`config.mk`:
```
export PLATFORM = sky130hd
export DESIGN_NAME = rce_ram
export DESIGN_NICKNAME = d
export VERILOG_FILES = /design/src/sv/rce_ram.sv
export SDC_FILE = /design/constraint.sdc
export NUM_CORES = 2
export LEC_CHECK = 0
export BUFFER_PORTS_ARGS = -buffer_cell sky130_fd_sc_hd__buf_2
export CAP_MARGIN = 25
export CORE_AREA = 5 5 384 386
export DETAILED_ROUTE_END_ITERATION = 6
export DIE_AREA = 0 0 389 391
export PLACE_DENSITY_LB_ADDON = 0.25
export SLEW_MARGIN = 20
export SYNTH_ARGS = -nofsm -noshare
export SYNTH_HDL_FRONTEND = slang
export SYNTH_SLANG_ARGS = --single-unit
```
`constraint.sdc`:
```
create_clock -name clk -period 4.75 [get_ports clk]
set_clock_uncertainty 0.1 [all_clocks]
set_input_delay 0.95 -clock clk [delete_from_list [all_inputs] [get_ports clk]]
set_output_delay 0.95 -clock clk [all_outputs]
set_load 0.1 [all_outputs]
```
`src/sv/rce_ram.sv`:
```
// Generic single write port RAM with registered read.
module rce_ram #(
	parameter int W  = 32,
	parameter int D  = 64,
	parameter int AW = (D > 1) ? $clog2(D) : 1
) (
	input  logic          clk,
	input  logic          we,
	input  logic [AW-1:0] waddr,
	input  logic [W-1:0]  wdata,
	input  logic [AW-1:0] raddr,
	output logic [W-1:0]  rdata
);
	logic [W-1:0] mem [D];

	always_ff @(posedge clk) begin
		if (we) begin
			mem[waddr] <= wdata;
		end
		rdata <= mem[raddr];
	end
endmodule

```
==> impl_metrics.json <==
{
  "status": "finished clean",
  "post_cts_buffers": 0,
  "drive_gt1_share_pct": 30.5,
  "firstDrtPassIters": 6,
  "setup_viol": 0,
  "yosysUniqueCellTypes": 34,
  "synth-async-reset-ratio_pct": 0,
  "grt_start_max_net_pins": 73,
  "grtUsageTotal_pct": 25.8,
  "yosysTopAreaCellShare_pct": 78.3,
  "vias": 37200,
  "grt_pass1_vias": 38200,
  "hold_slack_ns": 0.412,
  "synth_compound_area_share_pct": 1.67,
  "synth_top_cells_by_count": "edfxtp_1, mux4_2, nor2_1",
  "vdd_drop_max_v": 0.000324,
  "fin_nets": 3637,
  "fin_crit_ns": 3.35,
  "syn_area_per_cell_um2": 23.6,
  "route.antenna.remaining_nets": 0,
  "cts_buffers": 197,
  "dpl-instance-area_um2": 82500,
  "ys_seq_elements": 2080,
  "ioPinCount": 78,
  "synthFlopType": "edfxtp_1",
  "max_freq_mhz": 299,
  "yosysSeqAreaShare_pct": 79.1,
  "dieArea_um2": 152000,
  "overflow": 0,
  "initial_core_util_pct": 54.9,
  "timing.max_cap.violations": 0,
  "wl_met2_mm": 93.8,
  "synth_most_common_cell": "edfxtp_1",
  "syn_inst": 3324,
  "setup.worst_path.class": "in2reg",
  "clk_pin_slew_ns": 0.06,
  "synth_top_family_by_area": "multiplexers",
  "cts_sinks": 2080,
  "worstSetupStartpointType": "primary input",
  "finalHoldViolCount": 0,
  "hpwl_mm": 108,
  "worstHoldPathType": "in2reg",
  "synth_mux_area_share_pct": 16.8,
  "htree_levels": 4,
  "rsz0062_at_grt": "false",
  "insertion_delay_ns": 0.84,
  "grt_pass1_wl_mm": 277,
  "top_layer": "met5",
  "drc": 0,
  "place_congestion": 0.808,
  "yosys.area_share.simple_pct": 1.27,
  "drt-initial-drc-count": 4491,
  "synth_edf_count": 2048,
  "antenna_found_initial": 11,
  "final_area_um2": 89000,
  "cts_tree": "built",
  "rows": 139,
  "coreArea_um2": 143000,
  "power_density_nw_per_um2": 426,
  "post_cts_resized": 0,
  "wire_per_inst_um": 34.4,
  "crit_fanout": 50,
  "leakage_nw": 27.8,
  "maxSlewViolCount": 0,
  "totalWireLength_mm": 195,
  "wl_met1_mm": 72.8,
  "total_power_mw": 37.9,
  "wl_met3_mm": 21.1,
  "cp-end-kind": "flip-flop",
  "arrival_ns": 3.93,
  "syn_area_um2": 78500,
  "yosysWarnings": 0,
  "fin_crit_sh_pct": 70.5,
  "setup-tns-final_ns": 0,
  "crit_required_ns": 5.33,
  "slew_headroom_pct": 32.7,
  "synthTopCellsByArea": "edfxtp_1, mux4_2, mux2i_1, dfxtp_1, o22ai_1",
  "die_h_um": 391,
  "synthToLayoutAreaGrowth_pct": 13.4,
  "synth_area_leader_cell": "edfxtp_1",
  "synthAdderAreaFrac_pct": 0,
  "cts_root_buf": "clkbuf_16",
  "cts_hold_buffers": 0,
  "die_w_um": 389,
  "routed_via_density": 6.57,
  "syn_nets": 3370,
  "portBuffers": 77,
  "clockBufferDepth": 3,
  "synth-xor-area-share_pct": 0,
  "worst_slew_pin_slew_ns": 1.01
}
layout make-up:
| cell class | count | area, µm² |
|---|---|---|
| Tap cell | 1903 | 2380 |
| Clock buffer | 270 | 5400 |
| Sequential cell | 2080 | 62100 |
| Multi-Input combinational cell | 1062 | 16000 |
| Antenna cell | 4 | 10.0 |
| Fill cell | 9440 | 54100 |
| Clock inverter | 98 | 952 |
| Timing Repair Buffer | 250 | 2180 |
routing by layer:
| metal | GRT usage (%) | vias to the layer above |
|---|---|---|
| met5 | 0 | - |
| met4 | 8.96 | 6 |
| met3 | 6.77 | 343 |
| met2 | 40.6 | 2103 |
| met1 | 35.9 | 20000 |
| li1 | - | 14800 |
flip-flops by register name (all words and copies together), names as in the netlist:
| register | cells |
|---|---|
| mem | 2048 |
| rdata | 32 |
report_power, final:
group | internal [mW] | total (mW) | switching (mW)
registers | 20.3 | 20.4 | 0.0810
logic | 0.711 | 2.12 | 1.41
clock network | 8.70 | 15.4 | 6.67
total | 29.7 | 37.9 | 8.16
cells in the final DEF, fill, tap and decap left out, types with 15 or more instances in the layout:
cell type and count:
a21oi_1 62, nor2b_1 15, buf_2 52, clkinv_1 29, clkbuf_16 200, nor2_4 62
mux4_2 544, clkbuf_1 57, nor2_1 75, dfxtp_1 32, buf_12 33, edfxtp_1 2048
nand2_1 26, buf_4 162, o221ai_1 27, clkinv_2 36, o22ai_1 84, mux2i_1 93
cell families (layout without fill, tap and decap cells):
logic type      after synthesis  count (layout)
flops                      2080            2080
mux                         637             637
simple gates                223             223
compound gates              202             202
buf+inv                     182             618
other cells                   0               4
metrics by stage:
stage	cells	util [%]	setup slack, ns
2_1_floorplan	3324	-	0.540
3_3_place_gp	5288	57.6	0.539
3_5_place_dp	5290	57.7	0.473
4_1_cts	5658	62.1	1.38
5_1_grt	5664	62.2	1.32
6_report	5667	62.2	1.40
critical path, stage by stage:
cell,delay (ns)
buf_8,0.40
buf_12,0.42
buf_12,0.29
mux4_2,0.54
mux4_2,0.50
o22ai_1,0.48
nor2_1,0.18
final timing paths:
| path | slack (ns) | depth (start not counted) | end | startpoint |
|---|---|---|---|---|
| min | 0.41 | 1 | mem[37][29] | wdata[29] |
| max | 1.40 | 7 | rdata[29] | raddr[0] |
| min reg2reg | 0.65 | 4 | rdata[17] | mem[12][17] |
| max reg2reg | 2.40 | 4 | rdata[16] | mem[13][16] |
(Power assumes the default switching activity.)
