===== src/sv/rce_pkg.sv =====
// Shared types and constants for the RBF center energy regressor.
package rce_pkg;

	// Command and result kinds
	localparam logic CMD_LOAD  = 1'b0;
	localparam logic CMD_EVAL  = 1'b1;
	localparam logic KIND_LOAD = 1'b0;
	localparam logic KIND_EVAL = 1'b1;

	// Configuration register indexes
	localparam int CFG_IDX_W = 2;
	localparam logic [CFG_IDX_W-1:0] CFG_INV_WIDTH    = 2'd0;
	localparam logic [CFG_IDX_W-1:0] CFG_CENTER_COUNT = 2'd1;
	localparam logic [CFG_IDX_W-1:0] CFG_RHO_MIN      = 2'd2;
	localparam logic [CFG_IDX_W-1:0] CFG_THETA_WINDOW = 2'd3;
	localparam int CFG_DATA_W = 16;

	localparam logic [15:0] RST_INV_WIDTH    = 16'd6554;
	localparam logic [6:0]  RST_CENTER_COUNT = 7'd64;
	localparam logic [13:0] RST_RHO_MIN      = 14'd9472;
	localparam logic [12:0] RST_THETA_WINDOW = 13'd4669;

	// Event cuts
	localparam logic [15:0] HALF_PI_Q13 = 16'd12868;
	localparam logic [15:0] AZ_LIMIT    = 16'd57344;
	localparam logic [15:0] TH_LIMIT    = 16'd32768;

	// Feature normalization: offset, scale and divisor
	localparam logic signed [16:0] LXE_OFS = 17'sd6944;
	localparam logic signed [16:0] CSI_OFS = 17'sd4072;
	localparam logic signed [21:0] RAD_OFS = 22'sd1022976;
	localparam logic [20:0] RAD_MUL = 21'd100;
	localparam logic signed [25:0] A_MUL = 26'sd160;
	localparam logic signed [25:0] B_MUL = 26'sd512;
	localparam logic signed [25:0] C_MUL = 26'sd16;
	localparam logic [8:0] A_DIV = 9'd93;
	localparam logic [8:0] B_DIV = 9'd305;
	localparam logic [8:0] C_DIV = 9'd285;
	localparam int FEAT_QBITS = 18;

	// Reciprocals ceil(2^34 / divisor), exact for numerators below 2^25
	localparam int FNUM_W    = 25;
	localparam int RCP_W     = 28;
	localparam int RCP_SHIFT = 34;
	localparam logic [RCP_W-1:0] A_RCP = 28'd184729777;
	localparam logic [RCP_W-1:0] B_RCP = 28'd56327440;
	localparam logic [RCP_W-1:0] C_RCP = 28'd60280243;

	// Kernel table recursion, Q0.32 ratio
	localparam logic [31:0] EXP_RATIO = 32'd4228380000;
	localparam int KW  = 17;     // kernel value, up to 65536
	localparam int D2W = 34;     // squared distance
	localparam int WKW = 49;     // weight times kernel

	// Divider and output scaling
	localparam int QW = 33;
	localparam int NB_W = 6;
	localparam logic [NB_W-1:0] FINAL_QBITS = 6'd33;
	localparam logic signed [44:0] E_SCALE  = 45'sd800;
	localparam logic signed [44:0] E_OFFSET = 45'sd786464768;

	// Sequencer states
	typedef enum logic [3:0] {
		ST_FILL, ST_IDLE, ST_FSTART, ST_FWAIT, ST_RUN,
		ST_DRAIN, ST_QSTART, ST_QWAIT, ST_SCALE, ST_DONE
	} state_t;

	typedef struct packed {
		logic               cmd;
		logic [5:0]         slot;
		logic signed [15:0] center_a;
		logic signed [15:0] center_b;
		logic signed [15:0] center_c;
		logic signed [31:0] center_weight;
		logic [15:0]        lxe_energy;
		logic [15:0]        csi_energy;
		logic [13:0]        radius;
		logic [15:0]        theta;
		logic [15:0]        azimuth;
		logic [15:0]        bgo_energy;
	} in_t;

	typedef struct packed {
		logic        item_kind;
		logic        accepted;
		logic [15:0] energy;
		logic        no_response;
	} out_t;

	// Control bits that travel down the cell chain
	typedef struct packed {
		logic vld;
		logic last;
	} ctl_t;

	// Data that travels down the cell chain; ctr[0] is consumed by each cell
	typedef struct packed {
		logic [D2W-1:0]   psum;
		logic [31:0]      weight;
		logic [2:0][15:0] ctr;
	} beat_t;

	typedef struct packed {
		logic busy;
		logic done;
	} div_stat_t;

endpackage


===== src/sv/rce_cell.sv =====
// Distance cell: adds one squared feature difference and passes the beat on.
module rce_cell (
	input  logic                clk,
	input  logic                arst_n,
	input  logic signed [15:0]  feat,
	input  rce_pkg::ctl_t       ctl_in,
	input  rce_pkg::beat_t      beat_in,
	output rce_pkg::ctl_t       ctl_out,
	output rce_pkg::beat_t      beat_out
);
	import rce_pkg::*;

	logic signed [16:0] diff;
	logic signed [33:0] sq;
	ctl_t  ctl_q;
	beat_t beat_q;

	// square of this cell's coordinate difference
	assign diff = 17'(feat) - 17'($signed(beat_in.ctr[0]));
	assign sq   = 34'(diff) * 34'(diff);

	always_ff @(posedge clk or negedge arst_n) begin
		if (!arst_n) begin
			ctl_q <= '0;
		end else begin
			ctl_q <= ctl_in;
		end
	end

	// shift the next coordinate to the front for the neighbor
	always_ff @(posedge clk) begin
		beat_q.psum   <= beat_in.psum + D2W'(unsigned'(sq));
		beat_q.weight <= beat_in.weight;
		beat_q.ctr    <= {16'h0000, beat_in.ctr[2], beat_in.ctr[1]};
	end

	assign ctl_out  = ctl_q;
	assign beat_out = beat_q;
endmodule


===== config.mk =====
export PLATFORM = sky130hd
export DESIGN_NAME = rce_cell
export DESIGN_NICKNAME = d
export VERILOG_FILES = /design/src/sv/rce_pkg.sv /design/src/sv/rce_cell.sv
export SDC_FILE = /design/constraint.sdc
export NUM_CORES = 1
export LEC_CHECK = 0
export BUFFER_PORTS_ARGS = -buffer_cell sky130_fd_sc_hd__buf_2
export CAP_MARGIN = 30
export CORE_AREA = 4 4 207 209
export DETAILED_ROUTE_END_ITERATION = 12
export DIE_AREA = 0 0 211 213
export SLEW_MARGIN = 20
export SYNTH_ARGS = -nofsm -noshare
export SYNTH_HDL_FRONTEND = slang
export SYNTH_SLANG_ARGS = --single-unit

===== constraint.sdc =====
create_clock -name clk -period 0.8 [get_ports clk]
set_input_delay 0.04 -clock clk [delete_from_list [all_inputs] [get_ports clk]]
set_output_delay 0.04 -clock clk [all_outputs]
set_load 0.1 [all_outputs]

==> qor.yml, run 1 <==
finalWirelength_mm: 39.2
drc: 0
cts_sinks: 100
portBuffers: 233
synth_seq_area_share_pct: 14.2
wl_per_cell_um: 15.2
holdBufCountCts: 68
cap_violations: 0
grt_pass1_vias: 12835
ctsRootBufferMaster: "clkbuf_16"
grt_pass1_wl_mm: 64.0
finalSetupViolations: 132
whs_endpoint: "beat_out[80]$_DFF_P_"
worstSetupPathType: "in -> reg"
synth_top_area_share_pct: 44.3
yosys.area.top_type: "fa_1"
synth_edf_count: 0
fin_tns_setup_ps: -177720
fin_hold_ws_ps: -103
crit_slowest_cell: "fa_1"
end_kind: "flip-flop"
finalNetCount: 2615
grt_overflow: 0
antenna_found_initial: 1
ios: 250
required_ps: 1100
postRouteAntennaNets: 0
cts_tree: "built"
cpMostUsedCell: "fa_1"
vias: 11368
violations: "negative hold slack, negative setup slack"
syn_avg_cell_area_um2: 9.66
grt_start_max_net_pins: 23
yosys_warnings: 0
coreArea_um2: 40800
drv_slew: 0
fp.dieH_um: 213
drtIter0Drc: 396
dr.pass1.iters: 4
grt_use_total_pct: 18.0
die_x_um: 211
viasPerCell: 4.41
dieArea_um2: 44900
htreeDepth: 3
hold_start: "beat_in[80]"
hold_class: "in -> reg"
numCtsBuffers: 9
yosys.cell_types.count: 59
dp_hpwl_mm: 33.0
crit_arrival_ps: 7430
gp_routability_congestion: 0.911
syn2layout_area_growth_pct: 54.2
min_period_over_period_pct: 892
path_max_fanout: 3
placement_rows: 74
hold_viol_final: 2
ys_ff_latch: 100
finalCriticalPeriod_ps: 7130
critPathMaxStageDelay_ps: 540
final_cell_mix: "inv_1, fa_1, buf_4"
ys.flop_type: "dfxtp_1"
synthCells: 1469
status: "finished with violations"
worst_slack_ps: -6330
synth_area_leaders: "fa_1, dfxtp_1, inv_1, ha_1, nand2_1"
final_util_pct: 53.6
drive_gt1_share_pct: 39.2
layout_commonest_cell: "inv_1"
start_util_pct: 34.8
rsz0062_at_grt: "true"
syn_area_um2: 14200
holdPathStages: 2
cts.path.max_buffers: 2
postSynth.asyncResetShare_pct: 2.00
clock.fmax_ghz: 0.140
clk_pin_slew_ps: 80
cp-start-kind: "primary input"
==> stage by stage <==
stage	instance area [µm²]	worst slack [ps]	hold WS, ps	instances
floorplan	14800	-6390	-256	1484
global placement	19700	-6810	-167	2454
detailed placement	19700	-6930	-162	2454
CTS	21400	-6300	-127	2565
global route	21900	-6570	-117	2579
finish	21900	-6330	-103	2579
==> synthesized netlist by cell type (3+ instances only) <==
| library cell | n |
|---|---|
| buf_2 | 4 |
| fa_1 | 314 |
| a21oi_1 | 31 |
| nor2b_1 | 6 |
| dfxtp_1 | 98 |
| xnor2_1 | 45 |
| clkbuf_1 | 17 |
| nand2b_1 | 16 |
| o21ai_1 | 3 |
| a21o_1 | 14 |
| buf_4 | 16 |
| nand3_1 | 11 |
| o21ai_0 | 15 |
| nor2_1 | 96 |
| a211oi_1 | 6 |
| a31oi_1 | 3 |
| nand2_1 | 113 |
| o21bai_1 | 3 |
| ha_1 | 126 |
| and2_1 | 4 |
| o21a_1 | 5 |
| nor3_1 | 9 |
| o211ai_1 | 3 |
| inv_1 | 455 |
| xor2_1 | 14 |
==> flip-flops by register name, summed over array words and instances, names as in the netlist <==
name	flops
beat_out	98
ctl_out	2
==> worst max-delay path: cells and delay by family <==
kind                       cells  cell delay (ps)
and+or+nand+nor                5             1530
adders and majority gates      8             3300
AOI/OAI and AO/OA             10             2230
buffers and inverters          7              320
==> routing by layer <==
layer,track usage [%],vias to the layer above,part of all wire (%)
li1,-,5364,-
met1,21.4,5711,38
met2,33.4,241,55
met3,3.26,52,4.2
met4,5.25,0,2.4
met5,0,-,0
==> kinds of logic after synthesis <==
group | count (synthesis) | share of synthesized area (%)
XOR/XNOR | 59 | 3.64
AND/OR/NAND/NOR | 269 | 8.16
flip-flops | 100 | 14.2
adder cells (fa/ha/maj) | 440 | 55.4
buffers and inverters | 499 | 13.8
AO/OA/AOI/OAI | 100 | 4.76
multiplexers | 1 | 0.0705
other | 1 | 0.0264
==> layout make-up <==
type,instances,area [µm²]
diodes,1,2.50
clock buffers,10,239
clock inverters,6,51.3
fillers,3530,18900
inverters,459,1740
multi-input cells,885,11300
flip-flops and latches,100,2140
well taps,532,666
repair buffers,586,5760
==> worst max path at each step <==
stage                           from  slack, ps               endpoint  cells past startpoint
after detailed placement  beat_in[1]      -6930  beat_out[113]$_DFF_P_                     32
final                     beat_in[4]      -6330  beat_out[113]$_DFF_P_                     30
after CTS                 beat_in[4]      -6300  beat_out[113]$_DFF_P_                     28
after global placement       feat[0]      -6810  beat_out[113]$_DFF_P_                     33
after floorplan              feat[0]      -6390  beat_out[113]$_DFF_P_                     33
after global routing         feat[0]      -6570  beat_out[113]$_DFF_P_                     35
==> what timing repair did <==
action / CTS / global route
endpoints found under the hold margin: 70 / 2
pin swaps: 47 / 56
endpoints found under the setup margin: 133 / 132
gates cloned: 0 / 0
setup buffers: 33 / 17
resized for setup: 121 / 74
Power of run 1 is not shown: default switching activity piles up to over one toggle a cycle in this logic, so the estimate is an artifact.
==> inputs of run 2 (changes only) <==
--- a/config.mk
+++ b/config.mk
@@ -10,6 +10,7 @@
 export CORE_AREA = 4 4 207 209
 export DETAILED_ROUTE_END_ITERATION = 12
 export DIE_AREA = 0 0 211 213
+export PLACE_DENSITY_LB_ADDON = 0.12
 export SLEW_MARGIN = 20
 export SYNTH_ARGS = -nofsm -noshare
 export SYNTH_HDL_FRONTEND = slang
==> constraint.sdc (replaced) <==
create_clock -name clk -period 7.3 [get_ports clk]
set_input_delay 0.365 -clock clk [delete_from_list [all_inputs] [get_ports clk]]
set_output_delay 0.365 -clock clk [all_outputs]
set_load 0.1 [all_outputs]
==> qor.yml, run 2 (synthesis results as in run 1) <==
wl_per_cell_um: 14.8
coreArea_um2: 40800
grt_pass1_wl_mm: 60.3
worst_slack_ps: -247
crit_arrival_ps: 7860
finalSetupViolations: 8
drc: 0
hold_viol_final: 0
htreeDepth: 3
cts_sinks: 100
dr.pass1.iters: 4
postRouteAntennaNets: 0
path_max_fanout: 3
drive_gt1_share_pct: 31.3
path_depth: 31
largest_reg_flops: 98
min_period_over_period_pct: 103
layout_commonest_cell: "inv_1"
viasPerCell: 4.27
drtIter0Drc: 308
finalCriticalPeriod_ps: 7550
fin_tns_setup_ps: -1210
path_buf_inv: 7
die_x_um: 211
finalWirelength_mm: 36.7
worstSetupPathType: "in -> reg"
ios: 250
final_cell_mix: "inv_1, fa_1, buf_4"
vias: 10595
placement_rows: 74
violations: "negative setup slack"
clk_pin_slew_ps: 90
grt_pass1_vias: 11959
relSlewSlack_pct: 66.7
end_kind: "flip-flop"
drv_slew: 0
status: "finished with violations"
grt_overflow: 0
clock.fmax_ghz: 0.133
fp.dieH_um: 213
cpMostUsedCell: "fa_1"
syn2layout_area_growth_pct: 33.1
finalNetCount: 2517
dieArea_um2: 44900
tightest_slew_ps: 498
cts.path.max_buffers: 2
gp_routability_congestion: 0.820
numCtsBuffers: 9
start_util_pct: 34.8
cp-start-kind: "primary input"
n_antenna_cell: 0
cap_violations: 0
crit_family: "adder cells"
critPathMaxStageDelay_ps: 570
crit_slowest_cell: "fa_1"
grt_start_max_net_pins: 20
cts_tree: "built"
portBuffers: 233
hold_class: "in -> reg"
grt_use_total_pct: 17.1
holdPathStages: 1
ctsRootBufferMaster: "clkbuf_16"
dp_hpwl_mm: 32.4
required_ps: 7620
antenna_found_initial: 0
rsz0062_at_grt: "true"
## run 2: cell types whose count changed in the layout (fill, tap and decap cells not counted), sizes merged
cell / before / now
buf: 518 / 486
bufbuf: 0 / 1
clkinvlp: 0 / 2
diode: 1 / 0
dlygate4sd3: 68 / 1
inv: 462 / 460
## run 2: routing by layer
| layer | up-vias | track usage, % | wire length [µm] |
|---|---|---|---|
| met5 | - | 0 | 0 |
| met4 | 0 | 4.09 | 579 |
| met3 | 24 | 2.73 | 1400 |
| met2 | 130 | 32.1 | 20400 |
| met1 | 5278 | 20.4 | 14400 |
| li1 | 5163 | - | - |
## run 2: final cells by class
class	count	area (µm²)
clock inverters	6	63.8
flip-flops and latches	100	2010
well taps	532	666
fillers	4038	21900
clock buffers	10	239
repair buffers	488	3270
inverters	459	1750
multi-input cells	885	10900
## run 2: timing repair
action                                  in CTS  in global routing
endpoints found under the hold margin        2                  0
gates cloned                                 1                  0
resized for setup                           57                 74
setup buffers                               15                  9
endpoints found under the setup margin       9                 12
pin swaps                                   28                 46
hold buffers                                 1                  0
## run 2: final timing paths
| check | startpoint | to | slack [ps] |
|---|---|---|---|
| min in group asynchronous | arst_n | ctl_out[0]$_DFF_PN0_ | 300 |
| min | beat_in[45] | beat_out[29]$_DFF_P_ | 70 |
| max in group asynchronous | arst_n | ctl_out[1]$_DFF_PN0_ | 6910 |
| max | beat_in[1] | beat_out[113]$_DFF_P_ | -250 |
## run 2: stage by stage
stage / hold WS (ps) / instance area [µm²] / setup slack, ps / utilization, % / instances
floorplan: 69.4 / 14400 / -216 / - / 1484
global placement: 150 / 17800 / -798 / 43.5 / 2438
detailed placement: 151 / 17800 / -917 / 43.5 / 2438
CTS: 38.0 / 18500 / -186 / 45.2 / 2471
global route: 49.6 / 18900 / -440 / 46.3 / 2480
finish: 74.9 / 18900 / -247 / 46.3 / 2480
Power of run 2 is left out for the same reason.
