--- src/sv/rce_pkg.sv ---
// Shared types and constants for the RBF center energy regressor.
package rce_pkg;

	// Command and result kinds
	localparam logic CMD_LOAD  = 1'b0;
	localparam logic CMD_EVAL  = 1'b1;
	localparam logic KIND_LOAD = 1'b0;
	localparam logic KIND_EVAL = 1'b1;

	// Configuration register indexes
	localparam int CFG_IDX_W = 2;
	localparam logic [CFG_IDX_W-1:0] CFG_INV_WIDTH    = 2'd0;
	localparam logic [CFG_IDX_W-1:0] CFG_CENTER_COUNT = 2'd1;
	localparam logic [CFG_IDX_W-1:0] CFG_RHO_MIN      = 2'd2;
	localparam logic [CFG_IDX_W-1:0] CFG_THETA_WINDOW = 2'd3;
	localparam int CFG_DATA_W = 16;

	localparam logic [15:0] RST_INV_WIDTH    = 16'd6554;
	localparam logic [6:0]  RST_CENTER_COUNT = 7'd64;
	localparam logic [13:0] RST_RHO_MIN      = 14'd9472;
	localparam logic [12:0] RST_THETA_WINDOW = 13'd4669;

	// Event cuts
	localparam logic [15:0] HALF_PI_Q13 = 16'd12868;
	localparam logic [15:0] AZ_LIMIT    = 16'd57344;
	localparam logic [15:0] TH_LIMIT    = 16'd32768;

	// Feature normalization: offset, scale and divisor
	localparam logic signed [16:0] LXE_OFS = 17'sd6944;
	localparam logic signed [16:0] CSI_OFS = 17'sd4072;
	localparam logic signed [21:0] RAD_OFS = 22'sd1022976;
	localparam logic [20:0] RAD_MUL = 21'd100;
	localparam logic signed [25:0] A_MUL = 26'sd160;
	localparam logic signed [25:0] B_MUL = 26'sd512;
	localparam logic signed [25:0] C_MUL = 26'sd16;
	localparam logic [8:0] A_DIV = 9'd93;
	localparam logic [8:0] B_DIV = 9'd305;
	localparam logic [8:0] C_DIV = 9'd285;
	localparam int FEAT_QBITS = 18;

	// Reciprocals ceil(2^34 / divisor), exact for numerators below 2^25
	localparam int FNUM_W    = 25;
	localparam int RCP_W     = 28;
	localparam int RCP_SHIFT = 34;
	localparam logic [RCP_W-1:0] A_RCP = 28'd184729777;
	localparam logic [RCP_W-1:0] B_RCP = 28'd56327440;
	localparam logic [RCP_W-1:0] C_RCP = 28'd60280243;

	// Kernel table recursion, Q0.32 ratio
	localparam logic [31:0] EXP_RATIO = 32'd4228380000;
	localparam int KW  = 17;     // kernel value, up to 65536
	localparam int D2W = 34;     // squared distance
	localparam int WKW = 49;     // weight times kernel

	// Divider and output scaling
	localparam int QW = 33;
	localparam int NB_W = 6;
	localparam logic [NB_W-1:0] FINAL_QBITS = 6'd33;
	localparam logic signed [44:0] E_SCALE  = 45'sd800;
	localparam logic signed [44:0] E_OFFSET = 45'sd786464768;

	// Sequencer states
	typedef enum logic [3:0] {
		ST_FILL, ST_IDLE, ST_FSTART, ST_FWAIT, ST_RUN,
		ST_DRAIN, ST_QSTART, ST_QWAIT, ST_SCALE, ST_DONE
	} state_t;

	typedef struct packed {
		logic               cmd;
		logic [5:0]         slot;
		logic signed [15:0] center_a;
		logic signed [15:0] center_b;
		logic signed [15:0] center_c;
		logic signed [31:0] center_weight;
		logic [15:0]        lxe_energy;
		logic [15:0]        csi_energy;
		logic [13:0]        radius;
		logic [15:0]        theta;
		logic [15:0]        azimuth;
		logic [15:0]        bgo_energy;
	} in_t;

	typedef struct packed {
		logic        item_kind;
		logic        accepted;
		logic [15:0] energy;
		logic        no_response;
	} out_t;

	// Control bits that travel down the cell chain
	typedef struct packed {
		logic vld;
		logic last;
	} ctl_t;

	// Data that travels down the cell chain; ctr[0] is consumed by each cell
	typedef struct packed {
		logic [D2W-1:0]   psum;
		logic [31:0]      weight;
		logic [2:0][15:0] ctr;
	} beat_t;

	typedef struct packed {
		logic busy;
		logic done;
	} div_stat_t;

endpackage

--- src/sv/rce_div.sv ---
// Restoring divider, one quotient bit per cycle.
module rce_div #(
	parameter int DDW = 56,
	parameter int RW  = 24
) (
	input  logic                         clk,
	input  logic                         arst_n,
	input  logic                         start,
	input  logic [DDW-1:0]               dividend,
	input  logic [RW-1:0]                divisor,
	input  logic [rce_pkg::NB_W-1:0]     nbits,
	output rce_pkg::div_stat_t           stat,
	output logic [rce_pkg::QW-1:0]       quo
);
	import rce_pkg::*;

	logic [RW-1:0]   rem_q;
	logic [RW-1:0]   den_q;
	logic [DDW-1:0]  num_q;
	logic [QW-1:0]   quo_q;
	logic [NB_W-1:0] cnt_q;
	logic            busy_q;
	logic            done_q;
	logic [RW:0]     cat;
	logic [RW:0]     diff;
	logic            ge;

	// trial subtract with the next dividend bit
	assign cat  = {rem_q, num_q[DDW-1]};
	assign diff = cat - {1'b0, den_q};
	assign ge   = cat >= {1'b0, den_q};

	always_ff @(posedge clk or negedge arst_n) begin
		if (!arst_n) begin
			busy_q <= 1'b0;
			done_q <= 1'b0;
			cnt_q  <= '0;
		end else begin
			done_q <= 1'b0;
			if (start) begin
				busy_q <= 1'b1;
				cnt_q  <= nbits;
			end else if (busy_q) begin
				cnt_q <= cnt_q - 1'b1;
				if (cnt_q == NB_W'(1)) begin
					busy_q <= 1'b0;
					done_q <= 1'b1;
				end
			end
		end
	end

	// high bits above the quotient range seed the remainder
	always_ff @(posedge clk) begin
		if (start) begin
			rem_q <= RW'(dividend >> nbits);
			num_q <= dividend << (DDW - 32'(nbits));
			den_q <= divisor;
			quo_q <= '0;
		end else if (busy_q) begin
			rem_q <= ge ? RW'(diff) : RW'(cat);
			num_q <= num_q << 1;
			quo_q <= {quo_q[QW-2:0], ge};
		end
	end

	assign stat.busy = busy_q;
	assign stat.done = done_q;
	assign quo       = quo_q;
endmodule

--- config.mk ---
export PLATFORM = sky130hd
export DESIGN_NAME = rce_div
export DESIGN_NICKNAME = d
export VERILOG_FILES = /design/src/sv/rce_pkg.sv /design/src/sv/rce_div.sv
export SDC_FILE = /design/constraint.sdc
export NUM_CORES = 1
export LEC_CHECK = 0
export BUFFER_PORTS_ARGS = -buffer_cell sky130_fd_sc_hd__buf_4
export CAP_MARGIN = 10
export CORE_ASPECT_RATIO = 0.5
export CORE_MARGIN = 4
export CORE_UTILIZATION = 50
export CTS_BUF_LIST = sky130_fd_sc_hd__clkbuf_16
export DETAILED_ROUTE_END_ITERATION = 16
export HOLD_SLACK_MARGIN = 0.02
export PLACE_DENSITY = 0.69
export SLEW_MARGIN = 15
export SYNTH_ARGS = -nofsm -noshare
export SYNTH_HDL_FRONTEND = slang
export SYNTH_SLANG_ARGS = --single-unit
--- constraint.sdc ---
create_clock -name clk -period 10 [get_ports clk]
set_input_delay 1.5 -clock clk [delete_from_list [all_inputs] [get_ports clk]]
set_output_delay 1.5 -clock clk [all_outputs]
set_load 0.01 [all_outputs]
==> key figures, run 1 <==
Drt
  – Starting DRT DRC Count: 1,323
  – Remaining DRCs: 0
  – Total Routed Length: 39,520 um
  – Antenna Nets Post-Route: 0
  – Vias per inst: ~6.5
  – Routed WL per cell: approximately 22 um
  – Via count: between 10,000 and 15,000
  – First-pass detailed-route iteration total: 6

Setup path
  – Critical Path RT: 10,190 ps
  – CP arrival: 4980 ps
  – Critical Path Source Type: primary input
  – Crit end category: flop
  – WS Path Type: in -> reg
  – Crit-path slowest cell: buf_4
  – CP cell instances: buf_4 > inv_1 > ha_2 > buf_4 > mux4_2 > o21ai_0 > mux4_2 > nor2_1 > a31oi_1 > o221ai_1 > o21ai_1 > o21ai_1
  – Crit-path max FO: 62
  – CP peak stage delay: ~570 ps

Synthesis
  – Seq/Total Area, Yosys: 0.3023
  – Post-synth top flop: edfxtp_1
  – Mapped Cells: 1,351
  – Post-Syn Area: approximately 13,000 sq um
  – Complex-gate fraction of the synthesized area: 0.1469
  – Mean Syn Cell Area: slightly below 10 sq um
  – Main combinational cell family by area after synthesis: multiplexers
  – EDFF count, synth: ~100
  – Mux share of post-synthesis cell area: 0.3171
  – Seq cells post-synth: roughly 150
  – Synth Area in Adders: 0.02716
  – Post-synth ARST share: 0.05517
  – Xor/xnor share of the synthesized area: 0.02307
  – Distinct cell type count after synthesis: 70
  – Simple-gate portion of the synthesized area: 0.1308
  – Net Count, Synth: about 1,500
  – Yosys warns: 0

Timing
  – WHS: just over 500 ps
  – Worst slew pin tran: about 1100 ps
  – Setup_tns: 0 ps
  – Final hold viol count: 0
  – Finish-stage setup viols: 0
  – Final Cycle Share: 0.4791
  – Fin. max-slew vios: 0
  – RSZ-0062 raised after global routing: no
  – Worst setup margin: 5209 ps
  – Clock period minus final worst setup slack: between 4000 and 5000 ps
  – Max transition margin: 0.2495
  – FMAX: about 0.21 GHz
  – Clock Skew: 7.877 ps

GRT
  – First-pass GRT wire length: approximately 60,000 um
  – Initial antenna violation count: 0
  – Global routing met2 resource utilization: 0.4140
  – Global routing's busiest layer: met2
  – M3 GR Usage: 0.06803
  – Grt ovf: 0
  – Largest net degree at the start of global routing: 90
  – Met1 Usage GRT: 0.3780
  – GRT Total Usage: 0.2683
  – Vias in the first global route: about 11,000

Place
  – Placer congestion estimate: between 0.9 and 1
  – Port-buffer cells: between 100 and 150
  – Place WS: about 4800 ps
  – Post-placement cell count: 1,725
  – Placed inst area: between 10,000 and 15,000 sq um
  – Detailed Place HPWL: about 28,000 um

Clock tree
  – H-tree depth: 4
  – Count of hold-fix buffers inserted at cts: 0
  – Sink Count: 145
  – TritonCTS Buffers: 17
  – CTS clk-pin slew, worst paths: roughly 70 ps
  – CTS resizes: 0
  – CTS tree: done
  – CTS Root Cell: clkbuf_16
  – Later-pin clock latency in the skew report: ~450 ps
  – Buffer depth of the longest clock path: 2
  – # Post-CTS Setup Buffers: 0

Die
  – I/O pins: approximately 120
  – Die Span Y: about 120 um
  – Initial Util: 0.5158
  – Die X: around 240 um
  – Core area: roughly 26,000 sq um
  – Die area: 29,170 sq um
  – Row Count: a little over 40

Power and ir drop
  – Leakage dissipation: around 6.4 nW
  – Worst VDD drop: around 0.00012 V
  – Power Density: between 150 and 200 nW/um^2

Run status
  – Status: finished, final reports clean

Final layout
  – Final non-filler cell area: between 10,000 and 15,000 sq um
  – Final Non-Filler Cells: roughly 1,800
  – Final #Nets: roughly 1,500
  – FILL cells: ~2,200
  – ANT cells: 0
  – Layout cell share with drive strength beyond 1: 0.2159
  – Syn-to-layout area delta: 12.27%

Min path
  – Min-delay worst type: reg -> reg

Job
  – Max cap viols: 0
-- layout by cell type, fill, tap and decap left out, drive strengths merged, types with 18 or more instances in the layout --
cell and n:
nand2 197, mux2i 170, buf 139, nor2 133, mux4 104, edfxtp 104, o21ai 73, a21oi 62
inv 55, dfxtp 33, ha 27, o211ai 25, nor3 21, nand3 20, xnor2 20, o2bb2ai 18
clkbuf 18
-- path summary, 6_finish.rpt --
check	slack (ps)	to	cells after the start	startpoint
worst max-delay path	5210	num_q[50]	12	nbits[1]
worst min-delay path	510	quo[32]	2	quo[32]
max in group asynchronous	9000	busy_q	1	arst_n
min in group asynchronous	860	done_q	1	arst_n
worst min register to register	510	quo[32]	2	quo[32]
worst max register to register	6250	rem_q[12]	10	rem_q[12]
-- stage by stage --
| step | util | power [mW] |
|---|---|---|
| floorplan | - | 1.748 |
| finish | 0.5791 | 2.706 |
| global route | 0.5791 | 2.870 |
| detailed placement | 0.5560 | 2.046 |
| global placement | 0.5560 | 2.025 |
| CTS | 0.5791 | 2.701 |
-- final cells by class --
type / count / area, sq um / share of cell area
inverters: 47 / 176.4 / 0.01192
clock inverters: 14 / 138.9 / 0.009388
repair buffers: 139 / 1047 / 0.07079
well taps: 344 / 430.4 / 0.02909
multi-input cells: 1050 / 8566 / 0.5790
clock buffers: 18 / 450.4 / 0.03045
flip-flops and latches: 145 / 3985 / 0.2694
-- per-layer routing --
| layer | wire [um] | vias to the layer above | share of wire |
|---|---|---|---|
| met4 | 840 | 0 | 0.021 |
| met3 | 3479 | 62 | 0.088 |
| li1 | - | 5214 | - |
| met2 | 17990 | 518 | 0.46 |
| met5 | 0 | - | 0 |
| met1 | 17210 | 5604 | 0.44 |
-- report_power, final --
part / internal, mW / total [mW] / switching, mW
Clock: 0.345 / 0.643 / 0.298
Combinational: 0.520 / 1.22 / 0.704
Sequential: 0.782 / 0.840 / 0.0578
Total: 1.65 / 2.71 / 1.06
-- flip-flops by register name, summed over array words and instances (netlist names) --
| signal | cells |
|---|---|
| num_q | 56 |
| quo | 33 |
| den_q | 24 |
| rem_q | 24 |
| cnt_q | 6 |
| busy_q | 1 |
| done_q | 1 |
-- critical path: cells and delay by family --
| family | cells | cell delay [ps] |
|---|---|---|
| AOI/OAI and AO/OA | 5 | 900 |
| muxes | 2 | 780 |
| adders and majority gates | 1 | 360 |
| buffers and inverters | 3 | 1330 |
| and+or+nand+nor | 1 | 50 |
-- synth_stat cells, types with 4 or more instances --
master	number	area, sq um
a221o_1	4	40.04
o21ai_1	39	195.2
o21ai_0	34	170.2
o2bb2ai_1	18	157.7
xnor2_1	19	166.4
nand2_1	197	739.5
buf_2	20	100.1
a21oi_1	61	305.3
a21boi_1	4	30.03
inv_2	5	18.77
xor2_1	12	105.1
mux2i_1	170	1702
and2_1	11	68.82
o22ai_1	10	62.56
nor3_1	20	100.1
o221ai_1	13	113.9
a32o_1	4	40.04
mux4_2	104	2342
clkbuf_1	55	206.5
a31oi_1	12	75.07
dfxtp_1	33	660.6
inv_1	42	157.7
nand3_1	20	100.1
buf_6	5	56.30
a22o_1	10	87.58
o211ai_1	23	172.7
and3_1	7	43.79
a211oi_1	17	127.6
nor2_1	133	499.2
dfrtp_1	8	200.2
or3_1	5	31.28
ha_1	27	337.8
edfxtp_1	104	3123
buf_1	17	63.81
a311o_1	5	50.05
mux2_1	5	56.30
buf_4	12	90.09
a21o_1	5	37.54
mux2_2	7	78.83
-- logic make-up (layout without fill, tap and decap cells) --
logic type                 count (synthesis)  in the layout
and+or+nand+nor                          413            413
adders and majority gates                 28             28
muxes                                    286            286
DFF                                      145            145
xor gates and xnor gates                  33             33
AOI/OAI and AO/OA                        290            290
buffers and inverters                    156            218
Note: power is estimated with default switching activity, not from simulation.
==> run 2, diff against run 1 <==
--- a/config.mk
+++ b/config.mk
@@ -5,6 +5,7 @@
 export SDC_FILE = /design/constraint.sdc
 export NUM_CORES = 1
 export LEC_CHECK = 0
+export ABC_AREA = 1
 export BUFFER_PORTS_ARGS = -buffer_cell sky130_fd_sc_hd__buf_4
 export CAP_MARGIN = 10
 export CORE_ASPECT_RATIO = 0.5
@@ -13,7 +14,7 @@
 export CTS_BUF_LIST = sky130_fd_sc_hd__clkbuf_16
 export DETAILED_ROUTE_END_ITERATION = 16
 export HOLD_SLACK_MARGIN = 0.02
-export PLACE_DENSITY = 0.69
+export PLACE_DENSITY = 0.72
 export SLEW_MARGIN = 15
 export SYNTH_ARGS = -nofsm -noshare
 export SYNTH_HDL_FRONTEND = slang
==> constraint.sdc (replaced) <==
create_clock -name clk -period 4 [get_ports clk]
set_input_delay 0.6 -clock clk [delete_from_list [all_inputs] [get_ports clk]]
set_output_delay 0.6 -clock clk [all_outputs]
set_load 0.01 [all_outputs]
==> run 2 against run 1 <==
Against the previous run:
- clock-buffer cell count up 3
- design area grew 4.0%
- register-to-register slack worse by 5300 ps
- sequential power grew to 2.5 times the previous value
- worst setup slack lost 4300 ps
- clock power grew to 2.6 times the previous value
- hold slack got worse by 180 ps
- wire length is 18% higher
- core utilization shrank 0.51 points
- cell count is 50% higher
- clock skew up 1.9 ps
- flip-flop and latch count unchanged
- critical path type is now reg -> reg
- largest power group unchanged
- highest routed layer unchanged
==> key figures, run 2 <==
Run status
  – Status: finished, final reports clean

Place
  – Place WS: a little under 900 ps
  – Detailed Place HPWL: between 30,000 and 40,000 um
  – Post-placement cell count: ~2,600
  – Port-buffer cells: around 120
  – Placer congestion estimate: between 1 and 1.5

Power and ir drop
  – Leakage dissipation: about 7.5 nW
  – Cell Int Power: a little over 4 mW
  – Worst VDD drop: approximately 0.00031 V
  – Switching share of power: 0.4267
  – Power Density: about 460 nW/um^2
  – P_sw: ~3.0 mW
  – Logic gate share of total power: 0.466
  – Seq pwr share: 0.297
  – Clock share of power: 0.237

Setup path
  – CP bufs+invs: 1
  – CP arrival: approximately 3400 ps
  – CP peak stage delay: between 500 and 600 ps
  – Critical Path RT: approximately 4300 ps
  – CP delay by family, top: simple AND/OR/NAND/NOR gates
  – Cell mode on critical path: nand2_1
  – Critical Path Source Type: flop
  – Crit end category: flop
  – CP cell instances: ha_1 > a21oi_1 > nand2_1 > nand2_1 > nand2_1 > nand2_1 > nand2_1 > nand3_2 > buf_4 > nand3_2 > nand3_1 > nand3_1 > nand2_1
  – WS Path Type: reg -> reg
  – Crit-path slowest cell: nand3_2
  – Crit-path max FO: 25

Drt
  – Antenna Nets Post-Route: 0
  – Met3 wire len: roughly 4000 um
  – Total Routed Length: 46,550 um
  – DR top layer: met4
  – Remaining DRCs: 0
  – First-pass detailed-route iteration total: 7
  – Routed WL per cell: 17.64 um
  – Starting DRT DRC Count: approximately 2,300
  – Met2 wire length: 20,350 um
  – Via count: roughly 16,000
  – Vias per inst: ~5.9
  – Metal-1 WL: approximately 21,000 um

GRT
  – Grt ovf: 0
  – GRT Total Usage: 0.2951
  – Largest net degree at the start of global routing: 102
  – First-pass GRT wire length: around 73,000 um
  – Vias in the first global route: between 10,000 and 15,000
  – Initial antenna violation count: 0

Clock tree
  – Later-pin clock latency in the skew report: between 400 and 500 ps
  – TritonCTS Buffers: 17
  – Buffer depth of the longest clock path: 2
  – CTS resizes: 0
  – CTS tree: done
  – Sink Count: ~150
  – CTS Root Cell: clkbuf_16
  – H-tree depth: 4
  – Count of hold-fix buffers inserted at cts: 1
  – # Post-CTS Setup Buffers: 0
  – CTS clk-pin slew, worst paths: around 70 ps

Synthesis
  – Mean Syn Cell Area: between 6 and 7 sq um
  – Distinct cell type count after synthesis: 44
  – Net Count, Synth: between 2,000 and 2,500
  – Seq cells post-synth: roughly 150
  – Count leader, synth: nand2_1
  – Yosys warns: 0
  – Leading area contributor after synthesis: edfxtp_1
  – Post-Syn Area: between 10,000 and 15,000 sq um
  – Seq/Total Area, Yosys: 0.2883
  – Post-synth top flop: edfxtp_1
  – Post-synth ARST share: 0.05517
  – Top-area cell type share of the netlist area: 0.2260
  – Mapped Cells: 2,248
  – Commonest cells post-synth: nand2_1 (749), nand3_1 (610), inv_1 (180), edfxtp_1 (104), o21ai_0 (67)
  – Synth top area cells: edfxtp_1 (23%), nand3_1 (22%), nand2_1 (20%)
  – EDFF count, synth: 104

Timing
  – Final Cycle Share: 0.7606
  – Final hold viol count: 0
  – RSZ-0062 raised after global routing: no
  – Finish-stage setup viols: 0
  – FMAX: 0.3287 GHz
  – Worst setup margin: approximately 960 ps
  – Clock period minus final worst setup slack: 3042 ps
  – Setup_tns: 0 ps
  – Clock Skew: 9.815 ps
  – Max transition margin: 0.3813
  – Worst slew pin tran: 926.6 ps
  – Fin. max-slew vios: 0

Die
  – Die Span Y: 125.6 um
  – Core area: approximately 27,000 sq um
  – Die X: approximately 240 um
  – I/O pins: ~120
  – Initial Util: 0.5156
  – Die area: 30,520 sq um
  – Row Count: 42

Job
  – Max cap viols: 0

Final layout
  – Commonest non-fill, non-tap cell in the layout: nand2_1
  – ANT cells: 0
  – Reg with most FFs: num_q
  – Final #Nets: 2,391
  – FILL cells: 2,692
  – Syn-to-layout area delta: 11.34%
  – Most frequent cells in the layout: nand2_1 (749), nand3_1 (610), inv_1 (180), buf_4 (150), edfxtp_1 (104)
  – Number of flip-flops under the largest register name: between 50 and 60
  – Final Non-Filler Cells: between 2,000 and 3,000
  – Layout cell share with drive strength beyond 1: 0.09226

Min path
  – Min-delay worst type: in -> reg
==> run 2: changes by cell type after synthesis, moves of 43 or more <==
cell     previous run  this run
inv_1              42       180
mux2i_1           170         1
mux4_2            104         0
nand2_1           197       749
nand3_1            20       610
nand4_1             2        45
nor2_1            133        47
==> run 2: worst reg2reg max path: stages, from the launching register on <==
cell	delay, ps
edfxtp_1	400
ha_1	370
a21oi_1	170
nand2_1	160
nand2_1	100
nand2_1	130
nand2_1	90
nand2_1	100
nand3_2	80
buf_4	280
nand3_2	520
nand3_1	320
nand3_1	120
nand2_1	80
==> run 2: through the flow <==
stage | instance area [sq um] | hold WS, ps | util | power (mW)
floorplan | 13820 | 304.4 | - | 4.505
global placement | 14760 | 424.6 | 0.5506 | 5.327
detailed placement | 14760 | 424.3 | 0.5506 | 5.337
CTS | 15380 | 305.8 | 0.5740 | 7.044
global route | 15380 | 316.3 | 0.5740 | 7.583
finish | 15380 | 328.1 | 0.5740 | 7.085
==> run 2: path summary, 6_finish.rpt <==
path | slack, ps | cells after the start | endpoint | start
max | 960 | 13 | rem_q[19] | rem_q[1]
min | 330 | 1 | den_q[8] | divisor[8]
max reg2reg | 960 | 13 | rem_q[19] | rem_q[1]
min reg2reg | 470 | 2 | quo[32] | quo[32]
max in group asynchronous | 3340 | 2 | cnt_q[4] | arst_n
min in group asynchronous | 520 | 2 | cnt_q[2] | arst_n
==> run 2: power groups by stage <==
stage	clock, mW	combinational, mW	sequential, mW
after floorplan	0	2.43	2.07
after CTS	1.71	3.24	2.10
after global placement	0	3.20	2.12
after detailed placement	0	3.21	2.13
after global routing	1.76	3.70	2.13
final	1.68	3.30	2.11
==> run 2: routing by layer <==
| metal | vias to the layer above | track usage |
|---|---|---|
| met5 | - | 0 |
| met4 | 0 | 0.09356 |
| met3 | 101 | 0.04514 |
| met2 | 708 | 0.4530 |
| met1 | 7133 | 0.4284 |
| li1 | 7665 | - |
==> run 2: area by class of cell <==
type / instances / area, sq um / area share
multi-input cells: 1765 / 8441 / 0.5486
clock inverters: 11 / 92.59 / 0.006018
well taps: 352 / 440.4 / 0.02863
flip-flops and latches: 145 / 3984 / 0.2589
clock buffers: 21 / 525.5 / 0.03416
inverters: 192 / 725.7 / 0.04717
repair buffers: 153 / 1176 / 0.07645
==> run 2: kinds of logic (layout without fill, tap and decap cells) <==
family	count (synthesis)	in the layout	share of synthesized area
xor+xnor	17	17	0.01241
buf+inv	338	377	0.1017
simple gates	1485	1485	0.4743
mux	1	1	0.0007244
flops	145	145	0.2883
compound gates	234	234	0.09670
fa+ha+maj	28	28	0.02590
